`src/rtl/cagb_pkg.sv`:
```
// Shared types and constants for the clipped alpha glyph blend block.
`timescale 1ns / 1ps

package cagb_pkg;

   // Register indexes on the csr port
   localparam int unsigned CSR_INDEX_W = 3;
   localparam logic [CSR_INDEX_W-1:0] CSR_CLIP_LEFT   = 3'd0;
   localparam logic [CSR_INDEX_W-1:0] CSR_CLIP_TOP    = 3'd1;
   localparam logic [CSR_INDEX_W-1:0] CSR_CLIP_RIGHT  = 3'd2;
   localparam logic [CSR_INDEX_W-1:0] CSR_CLIP_BOTTOM = 3'd3;
   localparam logic [CSR_INDEX_W-1:0] CSR_TEXT_COLOR  = 3'd4;

   // Input word kinds
   localparam logic KIND_BEGIN  = 1'b0;
   localparam logic KIND_SAMPLE = 1'b1;

   // Coverage codes and blend scale
   localparam logic [7:0] COV_NONE   = 8'd0;
   localparam logic [7:0] COV_OPAQUE = 8'd255;
   localparam logic [8:0] BLEND_ONE  = 9'd256;

   // Port widths
   localparam int unsigned REQ_DATA_W = 88;
   localparam int unsigned RSP_DATA_W = 64;
   localparam int unsigned CSR_DATA_W = 32;

   // Clip window and text color as seen by the back end
   typedef struct packed {
      logic signed [15:0] clip_left;
      logic signed [15:0] clip_top;
      logic signed [15:0] clip_right;
      logic signed [15:0] clip_bottom;
      logic [31:0]        text_color;
   } cagb_cfg_type;

   // One classified word between front and back
   typedef struct packed {
      logic               sample;   // active sample, position valid
      logic               done;     // last word of the glyph
      logic signed [16:0] pos_x;    // exact column
      logic signed [16:0] pos_y;    // exact row
      logic [7:0]         coverage;
      logic [31:0]        dest_color;
   } cagb_entry_type;

endpackage

```
`src/rtl/cagb_front.sv`:
```
// Front end: glyph state, raster counters and sample classification.
`timescale 1ns / 1ps

module cagb_front (
   input  logic                     clock,
   input  logic                     reset,
   input  logic                     push,
   input  logic                     kind,
   input  logic signed [15:0]       glyph_x,
   input  logic signed [15:0]       glyph_y,
   input  logic [7:0]               glyph_width,
   input  logic [7:0]               glyph_height,
   input  logic [7:0]               coverage,
   input  logic [31:0]              dest_color,
   output cagb_pkg::cagb_entry_type entry
);

   logic signed [15:0] origin_x_ff, origin_x_in;
   logic signed [15:0] origin_y_ff, origin_y_in;
   logic [7:0]         width_ff, width_in;
   logic [7:0]         height_ff, height_in;
   logic [7:0]         col_ff, col_in;
   logic [7:0]         row_ff, row_in;
   logic               active_ff, active_in;
   logic [8:0]         col_next;
   logic [8:0]         row_next;
   logic               row_end;
   logic               glyph_end;

   assign col_next  = {1'b0, col_ff} + 9'd1;
   assign row_next  = {1'b0, row_ff} + 9'd1;
   assign row_end   = col_next >= {1'b0, width_ff};
   assign glyph_end = row_end && (row_next >= {1'b0, height_ff});

   // Classify the word and form its position
   always_comb begin
      entry            = '0;
      entry.coverage   = coverage;
      entry.dest_color = dest_color;
      if (kind == cagb_pkg::KIND_BEGIN) begin
         entry.done = (glyph_width == 8'd0) || (glyph_height == 8'd0);
      end else if (active_ff) begin
         entry.sample = 1'b1;
         entry.done   = glyph_end;
         entry.pos_x  = $signed({origin_x_ff[15], origin_x_ff} + {9'd0, col_ff});
         entry.pos_y  = $signed({origin_y_ff[15], origin_y_ff} + {9'd0, row_ff});
      end
   end

   // Advance glyph state on each accepted word
   always_comb begin
      origin_x_in = origin_x_ff;
      origin_y_in = origin_y_ff;
      width_in    = width_ff;
      height_in   = height_ff;
      col_in      = col_ff;
      row_in      = row_ff;
      active_in   = active_ff;
      if (push) begin
         if (kind == cagb_pkg::KIND_BEGIN) begin
            origin_x_in = glyph_x;
            origin_y_in = glyph_y;
            width_in    = glyph_width;
            height_in   = glyph_height;
            col_in      = 8'd0;
            row_in      = 8'd0;
            active_in   = (glyph_width != 8'd0) && (glyph_height != 8'd0);
         end else if (active_ff) begin
            if (glyph_end) begin
               col_in    = 8'd0;
               row_in    = 8'd0;
               active_in = 1'b0;
            end else if (row_end) begin
               col_in = 8'd0;
               row_in = row_next[7:0];
            end else begin
               col_in = col_next[7:0];
            end
         end
      end
   end

   always_ff @(posedge clock) begin
      if (reset) begin
         origin_x_ff <= '0;
         origin_y_ff <= '0;
         width_ff    <= '0;
         height_ff   <= '0;
         col_ff      <= '0;
         row_ff      <= '0;
         active_ff   <= 1'b0;
      end else begin
         origin_x_ff <= origin_x_in;
         origin_y_ff <= origin_y_in;
         width_ff    <= width_in;
         height_ff   <= height_in;
         col_ff      <= col_in;
         row_ff      <= row_in;
         active_ff   <= active_in;
      end
   end

   // Counters rest at zero whenever no glyph is in progress
   a_idle_counters: assert property (@(posedge clock) disable iff (reset)
      !active_ff |-> (col_ff == 8'd0) && (row_ff == 8'd0))
      else $error("counters not cleared while idle");

   // An empty begin leaves no glyph active
   a_empty_begin: assert property (@(posedge clock) disable iff (reset)
      push && (kind == cagb_pkg::KIND_BEGIN) && (glyph_width == 8'd0) |=> !active_ff)
      else $error("empty glyph became active");

endmodule

```
`src/rtl/cagb_queue.sv`:
```
// Short word queue between the front and back ends.
`timescale 1ns / 1ps

module cagb_queue #(
   parameter int unsigned DEPTH = 2
) (
   input  logic                     clock,
   input  logic                     reset,
   input  logic                     push,
   input  cagb_pkg::cagb_entry_type push_entry,
   output logic                     full,
   input  logic                     pop,
   output logic                     empty,
   output cagb_pkg::cagb_entry_type head
);

   localparam int unsigned PTR_W   = (DEPTH > 1) ? $clog2(DEPTH) : 1;
   localparam int unsigned COUNT_W = $clog2(DEPTH + 1);

   cagb_pkg::cagb_entry_type slot_ff [DEPTH];
   logic [PTR_W-1:0]   wr_ptr_ff, wr_ptr_in;
   logic [PTR_W-1:0]   rd_ptr_ff, rd_ptr_in;
   logic [COUNT_W-1:0] count_ff, count_in;

   assign full  = count_ff == COUNT_W'(DEPTH);
   assign empty = count_ff == '0;
   assign head  = slot_ff[rd_ptr_ff];

   // Advance pointers with wrap at the queue depth
   always_comb begin
      wr_ptr_in = wr_ptr_ff;
      rd_ptr_in = rd_ptr_ff;
      count_in  = count_ff;
      if (push) begin
         wr_ptr_in = (wr_ptr_ff == PTR_W'(DEPTH - 1)) ? '0 : wr_ptr_ff + PTR_W'(1);
      end
      if (pop) begin
         rd_ptr_in = (rd_ptr_ff == PTR_W'(DEPTH - 1)) ? '0 : rd_ptr_ff + PTR_W'(1);
      end
      if (push && !pop) begin
         count_in = count_ff + COUNT_W'(1);
      end else if (pop && !push) begin
         count_in = count_ff - COUNT_W'(1);
      end
   end

   always_ff @(posedge clock) begin
      if (reset) begin
         wr_ptr_ff <= '0;
         rd_ptr_ff <= '0;
         count_ff  <= '0;
      end else begin
         wr_ptr_ff <= wr_ptr_in;
         rd_ptr_ff <= rd_ptr_in;
         count_ff  <= count_in;
      end
   end

   // Store payload
   always_ff @(posedge clock) begin
      if (push) begin
         slot_ff[wr_ptr_ff] <= push_entry;
      end
   end

   // Fill level never passes the depth
   a_count_bound: assert property (@(posedge clock) disable iff (reset)
      count_ff <= COUNT_W'(DEPTH))
      else $error("queue overfilled");

endmodule

```
`src/rtl/cagb_back.sv`:
```
// Back end: clip test, coverage blend and output register.
`timescale 1ns / 1ps

module cagb_back (
   input  logic                     clock,
   input  logic                     reset,
   input  cagb_pkg::cagb_cfg_type   cfg,
   input  logic                     empty,
   input  cagb_pkg::cagb_entry_type head,
   output logic                     pop,
   output logic                     rsp_tvalid,
   input  logic                     rsp_tready,
   output logic                     write_pixel,
   output logic [15:0]              pixel_x,
   output logic [15:0]              pixel_y,
   output logic [31:0]              pixel_color,
   output logic                     glyph_done
);

   logic        valid_ff, valid_in;
   logic        write_ff, write_in;
   logic [15:0] x_ff, y_ff;
   logic [31:0] color_ff, color_in;
   logic        done_ff;
   logic        in_clip;
   logic [8:0]  inv_a;

   // Blend one channel: (dst*(256-a) + col*a) >> 8
   function automatic logic [7:0] blend(input logic [7:0] dst, input logic [7:0] col,
                                        input logic [7:0] a, input logic [8:0] inv);
      logic [16:0] dst_part;
      logic [16:0] col_part;
      logic [16:0] sum;
      dst_part = {9'd0, dst} * {8'd0, inv};
      col_part = {9'd0, col} * {9'd0, a};
      sum      = dst_part + col_part;
      return sum[15:8];
   endfunction

   assign inv_a = cagb_pkg::BLEND_ONE - {1'b0, head.coverage};

   assign in_clip = (head.pos_x >= $signed({cfg.clip_left[15], cfg.clip_left}))
                 && (head.pos_x <  $signed({cfg.clip_right[15], cfg.clip_right}))
                 && (head.pos_y >= $signed({cfg.clip_top[15], cfg.clip_top}))
                 && (head.pos_y <  $signed({cfg.clip_bottom[15], cfg.clip_bottom}));

   // Take the head word whenever the output register frees up
   assign pop = !empty && (!valid_ff || rsp_tready);

   // Pick the pixel color
   always_comb begin
      write_in = head.sample && in_clip && (head.coverage != cagb_pkg::COV_NONE);
      color_in = '0;
      if (write_in) begin
         if (head.coverage == cagb_pkg::COV_OPAQUE) begin
            color_in = cfg.text_color;
         end else begin
            color_in = {cfg.text_color[31:24],
                        blend(head.dest_color[23:16], cfg.text_color[23:16],
                              head.coverage, inv_a),
                        blend(head.dest_color[15:8], cfg.text_color[15:8],
                              head.coverage, inv_a),
                        blend(head.dest_color[7:0], cfg.text_color[7:0],
                              head.coverage, inv_a)};
         end
      end
   end

   always_comb begin
      if (pop) begin
         valid_in = 1'b1;
      end else if (rsp_tready) begin
         valid_in = 1'b0;
      end else begin
         valid_in = valid_ff;
      end
   end

   always_ff @(posedge clock) begin
      if (reset) begin
         valid_ff <= 1'b0;
      end else begin
         valid_ff <= valid_in;
      end
   end

   // Load the output word
   always_ff @(posedge clock) begin
      if (pop) begin
         write_ff <= write_in;
         x_ff     <= head.pos_x[15:0];
         y_ff     <= head.pos_y[15:0];
         color_ff <= color_in;
         done_ff  <= head.done;
      end
   end

   assign rsp_tvalid  = valid_ff;
   assign write_pixel = write_ff;
   assign pixel_x     = x_ff;
   assign pixel_y     = y_ff;
   assign pixel_color = color_ff;
   assign glyph_done  = done_ff;

   // A skipped pixel carries no color
   a_skip_color: assert property (@(posedge clock) disable iff (reset)
      valid_ff && !write_ff |-> color_ff == 32'd0)
      else $error("color on a skipped pixel");

   // A word leaves the queue only into a free output register
   a_pop_free: assert property (@(posedge clock) disable iff (reset)
      pop && valid_ff |-> rsp_tready)
      else $error("output word overwritten");

endmodule

```
`src/rtl/clipped_alpha_glyph_blend.sv`:
```
// Top level: csr registers, front end, word queue and back end.
// A result word is registered in a queue slot and then in the output register.
// Throughput: one word per cycle sustained; the front end stalls only when the
// queue of QUEUE_DEPTH words is full because the result side is held off.
// Reset (synchronous, active high) clears the clip window, text color, glyph
// state, queue and output valid; no clearing pass is needed.
`timescale 1ns / 1ps

module clipped_alpha_glyph_blend #(
   parameter int unsigned QUEUE_DEPTH = 2
) (
   input  logic                                  clock,
   input  logic                                  reset,
   input  logic                                  req_tvalid,
   output logic                                  req_tready,
   // [15:0] glyph_x, [31:16] glyph_y, [39:32] glyph_width, [47:40] glyph_height,
   // [55:48] coverage, [87:56] dest_color
   input  logic [cagb_pkg::REQ_DATA_W-1:0]       req_tdata,
   // [0] kind
   input  logic                                  req_tuser,
   output logic                                  rsp_tvalid,
   input  logic                                  rsp_tready,
   // [15:0] pixel_x, [31:16] pixel_y, [63:32] pixel_color
   output logic [cagb_pkg::RSP_DATA_W-1:0]       rsp_tdata,
   // [0] write_pixel
   output logic                                  rsp_tuser,
   output logic                                  rsp_tlast,
   input  logic                                  csr_we,
   input  logic [cagb_pkg::CSR_INDEX_W-1:0]      csr_index,
   input  logic [cagb_pkg::CSR_DATA_W-1:0]       csr_wdata
);

   cagb_pkg::cagb_cfg_type   cfg_ff, cfg_in;
   cagb_pkg::cagb_entry_type front_entry;
   cagb_pkg::cagb_entry_type head;
   logic                     push;
   logic                     full;
   logic                     empty;
   logic                     pop;
   logic [15:0]              pixel_x;
   logic [15:0]              pixel_y;
   logic [31:0]              pixel_color;

   // Decode csr writes
   always_comb begin
      cfg_in = cfg_ff;
      if (csr_we) begin
         unique case (csr_index)
            cagb_pkg::CSR_CLIP_LEFT:   cfg_in.clip_left   = csr_wdata[15:0];
            cagb_pkg::CSR_CLIP_TOP:    cfg_in.clip_top    = csr_wdata[15:0];
            cagb_pkg::CSR_CLIP_RIGHT:  cfg_in.clip_right  = csr_wdata[15:0];
            cagb_pkg::CSR_CLIP_BOTTOM: cfg_in.clip_bottom = csr_wdata[15:0];
            cagb_pkg::CSR_TEXT_COLOR:  cfg_in.text_color  = csr_wdata;
            default: cfg_in = cfg_ff;
         endcase
      end
   end

   always_ff @(posedge clock) begin
      if (reset) begin
         cfg_ff <= '0;
      end else begin
         cfg_ff <= cfg_in;
      end
   end

   assign req_tready = !full;
   assign push       = req_tvalid && req_tready;

   cagb_front u_front (
      .clock        (clock),
      .reset        (reset),
      .push         (push),
      .kind         (req_tuser),
      .glyph_x      (req_tdata[15:0]),
      .glyph_y      (req_tdata[31:16]),
      .glyph_width  (req_tdata[39:32]),
      .glyph_height (req_tdata[47:40]),
      .coverage     (req_tdata[55:48]),
      .dest_color   (req_tdata[87:56]),
      .entry        (front_entry)
   );

   cagb_queue #(
      .DEPTH (QUEUE_DEPTH)
   ) u_queue (
      .clock      (clock),
      .reset      (reset),
      .push       (push),
      .push_entry (front_entry),
      .full       (full),
      .pop        (pop),
      .empty      (empty),
      .head       (head)
   );

   cagb_back u_back (
      .clock       (clock),
      .reset       (reset),
      .cfg         (cfg_ff),
      .empty       (empty),
      .head        (head),
      .pop         (pop),
      .rsp_tvalid  (rsp_tvalid),
      .rsp_tready  (rsp_tready),
      .write_pixel (rsp_tuser),
      .pixel_x     (pixel_x),
      .pixel_y     (pixel_y),
      .pixel_color (pixel_color),
      .glyph_done  (rsp_tlast)
   );

   assign rsp_tdata = {pixel_color, pixel_y, pixel_x};

endmodule
```
`config.mk`:
```
export PLATFORM = sky130hd
export DESIGN_NAME = clipped_alpha_glyph_blend
export DESIGN_NICKNAME = d
export VERILOG_FILES = /design/src/rtl/cagb_pkg.sv /design/src/rtl/cagb_front.sv /design/src/rtl/cagb_queue.sv /design/src/rtl/cagb_back.sv /design/src/rtl/clipped_alpha_glyph_blend.sv
export SDC_FILE = /design/constraint.sdc
export NUM_CORES = 2
export LEC_CHECK = 0
export ABC_CLOCK_PERIOD_IN_PS = 15400
export BUFFER_PORTS_ARGS = -buffer_cell sky130_fd_sc_hd__buf_4
export CAP_MARGIN = 25
export CORE_AREA = 5 5 272 274
export DETAILED_ROUTE_END_ITERATION = 10
export DIE_AREA = 0 0 277 279
export GPL_ROUTABILITY_DRIVEN = 0
export PLACE_DENSITY = 0.68
export SLEW_MARGIN = 15
export SYNTH_ARGS = -nofsm -noshare
export SYNTH_HDL_FRONTEND = slang
export SYNTH_HIERARCHICAL = 1
export SYNTH_SLANG_ARGS = --single-unit
export TNS_END_PERCENT = 50
```
`constraint.sdc`:
```
create_clock -name clock -period 15.4 [get_ports clock]
set_input_delay 0.77 -clock clock [delete_from_list [all_inputs] [get_ports clock]]
set_output_delay 0.77 -clock clock [all_outputs]
set_load 0.1 [all_outputs]
```
==> results.md <==
- Status: finished clean
- Die ar.: 77300 sq um
- RSZ-0062 raised after global routing: no
- First-pass GRT wire length: 116000 um
- CP peak stage delay: 550 ps
- Via count: 20900
- NumNets Final: 3863
- Post-detail-place hpwl: 53700 um
- Gr ovfl total: 0
- Hold Buf Count CTS: 0
- Die Wd: 277 um
- Crit Path Max Fanout: 48
- Core area: 71100 sq um
- Fin crit period: 8230 ps
- Vias in the first global route: 21700
- Rows: 98
- Most frequent CP cell: fa_1
- Max_slew headroom: 32.6%
- Clock H-tree levels: 2
- Achievable frequency: 0.122 GHz
- Synth Instances: 3055
- WL final: 72500 um
- Initial antenna violation count: 6
- # port buffers: 188
- Clock Latency Late Sink: 590 ps
- Post-DR vias/cell: 5.04
- Final setup viols: 0
- Period utilization: 53.4%
- Largest net degree at the start of global routing: 83
- Post-synthesis net count: 3769
- Post-CTS setup buffers: 0
- Area delta synth->final: 11.5%
- Netlist Area Pre-Place: 31000 sq um
- Worst-path clk slew: 60 ps
- Starting Density: 43.6%
- Initial DRT Pass Iterations: 7
- Top-level I/O count: 197
- WL per Instance: 17.5 um
- Layout cells sized above 1: 12.5%
- Critical-path top delay cell: mux2_4
- Measured slew at the worst slew-check pin: 1010 ps
- CTS root buffer: clkbuf_16
- Crit end category: flip-flop
- Setup Total Neg Slack: 0 ps
- Clk sinks: 369
- HP Class: input port to flip-flop
- Num CTS Buffers: 43
- DRC: 0
- GRT Total Usage: 18.7%
- Max Root-Sink Buffers: 3
- Antenna Nets Post-Route: 0
- Post-CTS sizing: 0
- Die Ht: 279 um
- WP data required: 15740 ps
- Max Slew Vio Count: 0
- Clk_skew: 28.7 ps
- Warnings from Yosys: 6
- Final hold violations: 0
- Worst EP arrival: 8570 ps
- Setup Crit Path Kind: flip-flop to flip-flop
- Max Cap Violations: 0
- Syn Area/Cell: 10.2 sq um
- CTS tree: done
- Drt initial violations: 1161
- Setup crit start kind: flip-flop
metrics by stage:
stage	utilization [%]	instances	setup slack, ps	cell area (sq um)	hold WS (ps)
2_1_floorplan	-	3055	8170	31000	436
3_3_place_gp	46.4	4051	7470	33000	445
3_5_place_dp	46.4	4052	7280	33000	448
4_1_cts	48.6	4132	7270	34500	321
5_1_grt	48.6	4134	6760	34600	343
6_report	48.6	4137	7170	34600	363
sequential cells by signal, indices dropped and copies added, names as in the netlist, 16 cells and up, named ones only:
register             cells
cfg_ff                  96
u_back/pixel_color      32
u_back/pixel_x          16
u_back/pixel_y          16
u_front/origin_x_ff     16
u_front/origin_y_ff     16
u_queue/slot_ff        136
worst max-delay path, delay by kind of cell, from the launching register on:
family,cells,cell delay (ps)
AND/OR/NAND/NOR,6,1050
multiplexers,1,550
adder cells (fa/ha/maj),8,3580
flip-flops,1,440
XOR/XNOR,1,440
buffers and inverters,5,650
AO/OA/AOI/OAI,4,1210
placed cells by master (no fill, tap or decap), types with 18 or more instances in the layout:
master	count
xnor2_1	42
o21ai_0	34
mux2_4	32
mux2_2	36
xor2_1	27
and2_1	249
inv_1	512
a21oi_1	99
nor2_1	69
nand2_1	303
nand3_1	34
fa_1	302
nor3_1	31
nand2b_1	135
buf_4	208
clkbuf_16	44
dfxtp_1	166
and3_1	18
edfxtp_1	202
ha_1	283
mux2i_1	104
metal layers:
| layer | GRT usage, % | up-vias | part of all wire (%) |
|---|---|---|---|
| li1 | - | 9978 | - |
| met1 | 23.7 | 10300 | 43 |
| met2 | 33.3 | 463 | 49 |
| met3 | 3.37 | 98 | 5.5 |
| met4 | 4.60 | 4 | 2.4 |
| met5 | 0 | - | 0.040 |
worst paths after layout:
check / slack (ps) / cells past startpoint / end / from
max: 7170 / 25 / u_back/pixel_color[6] / flip-flop
min: 360 / 1 / u_queue/slot_ff[0][5] / req_tdata[61]
max reg2reg: 7170 / 25 / u_back/pixel_color[6] / flip-flop
min reg2reg: 460 / 2 / u_front/width_ff[6] / u_front/width_ff[6]
final cells by class:
type,count,area (sq um)
clock inverters,18,297
well taps,950,1190
diodes,3,7.51
flip-flops and latches,369,9410
fillers,6716,36500
repair buffers,211,1620
inverters,512,1920
multi-input cells,2012,18900
clock buffers,62,1220
Power is not shown: default switching activity piles up to over one toggle a cycle in this logic, so the estimate is an artifact.
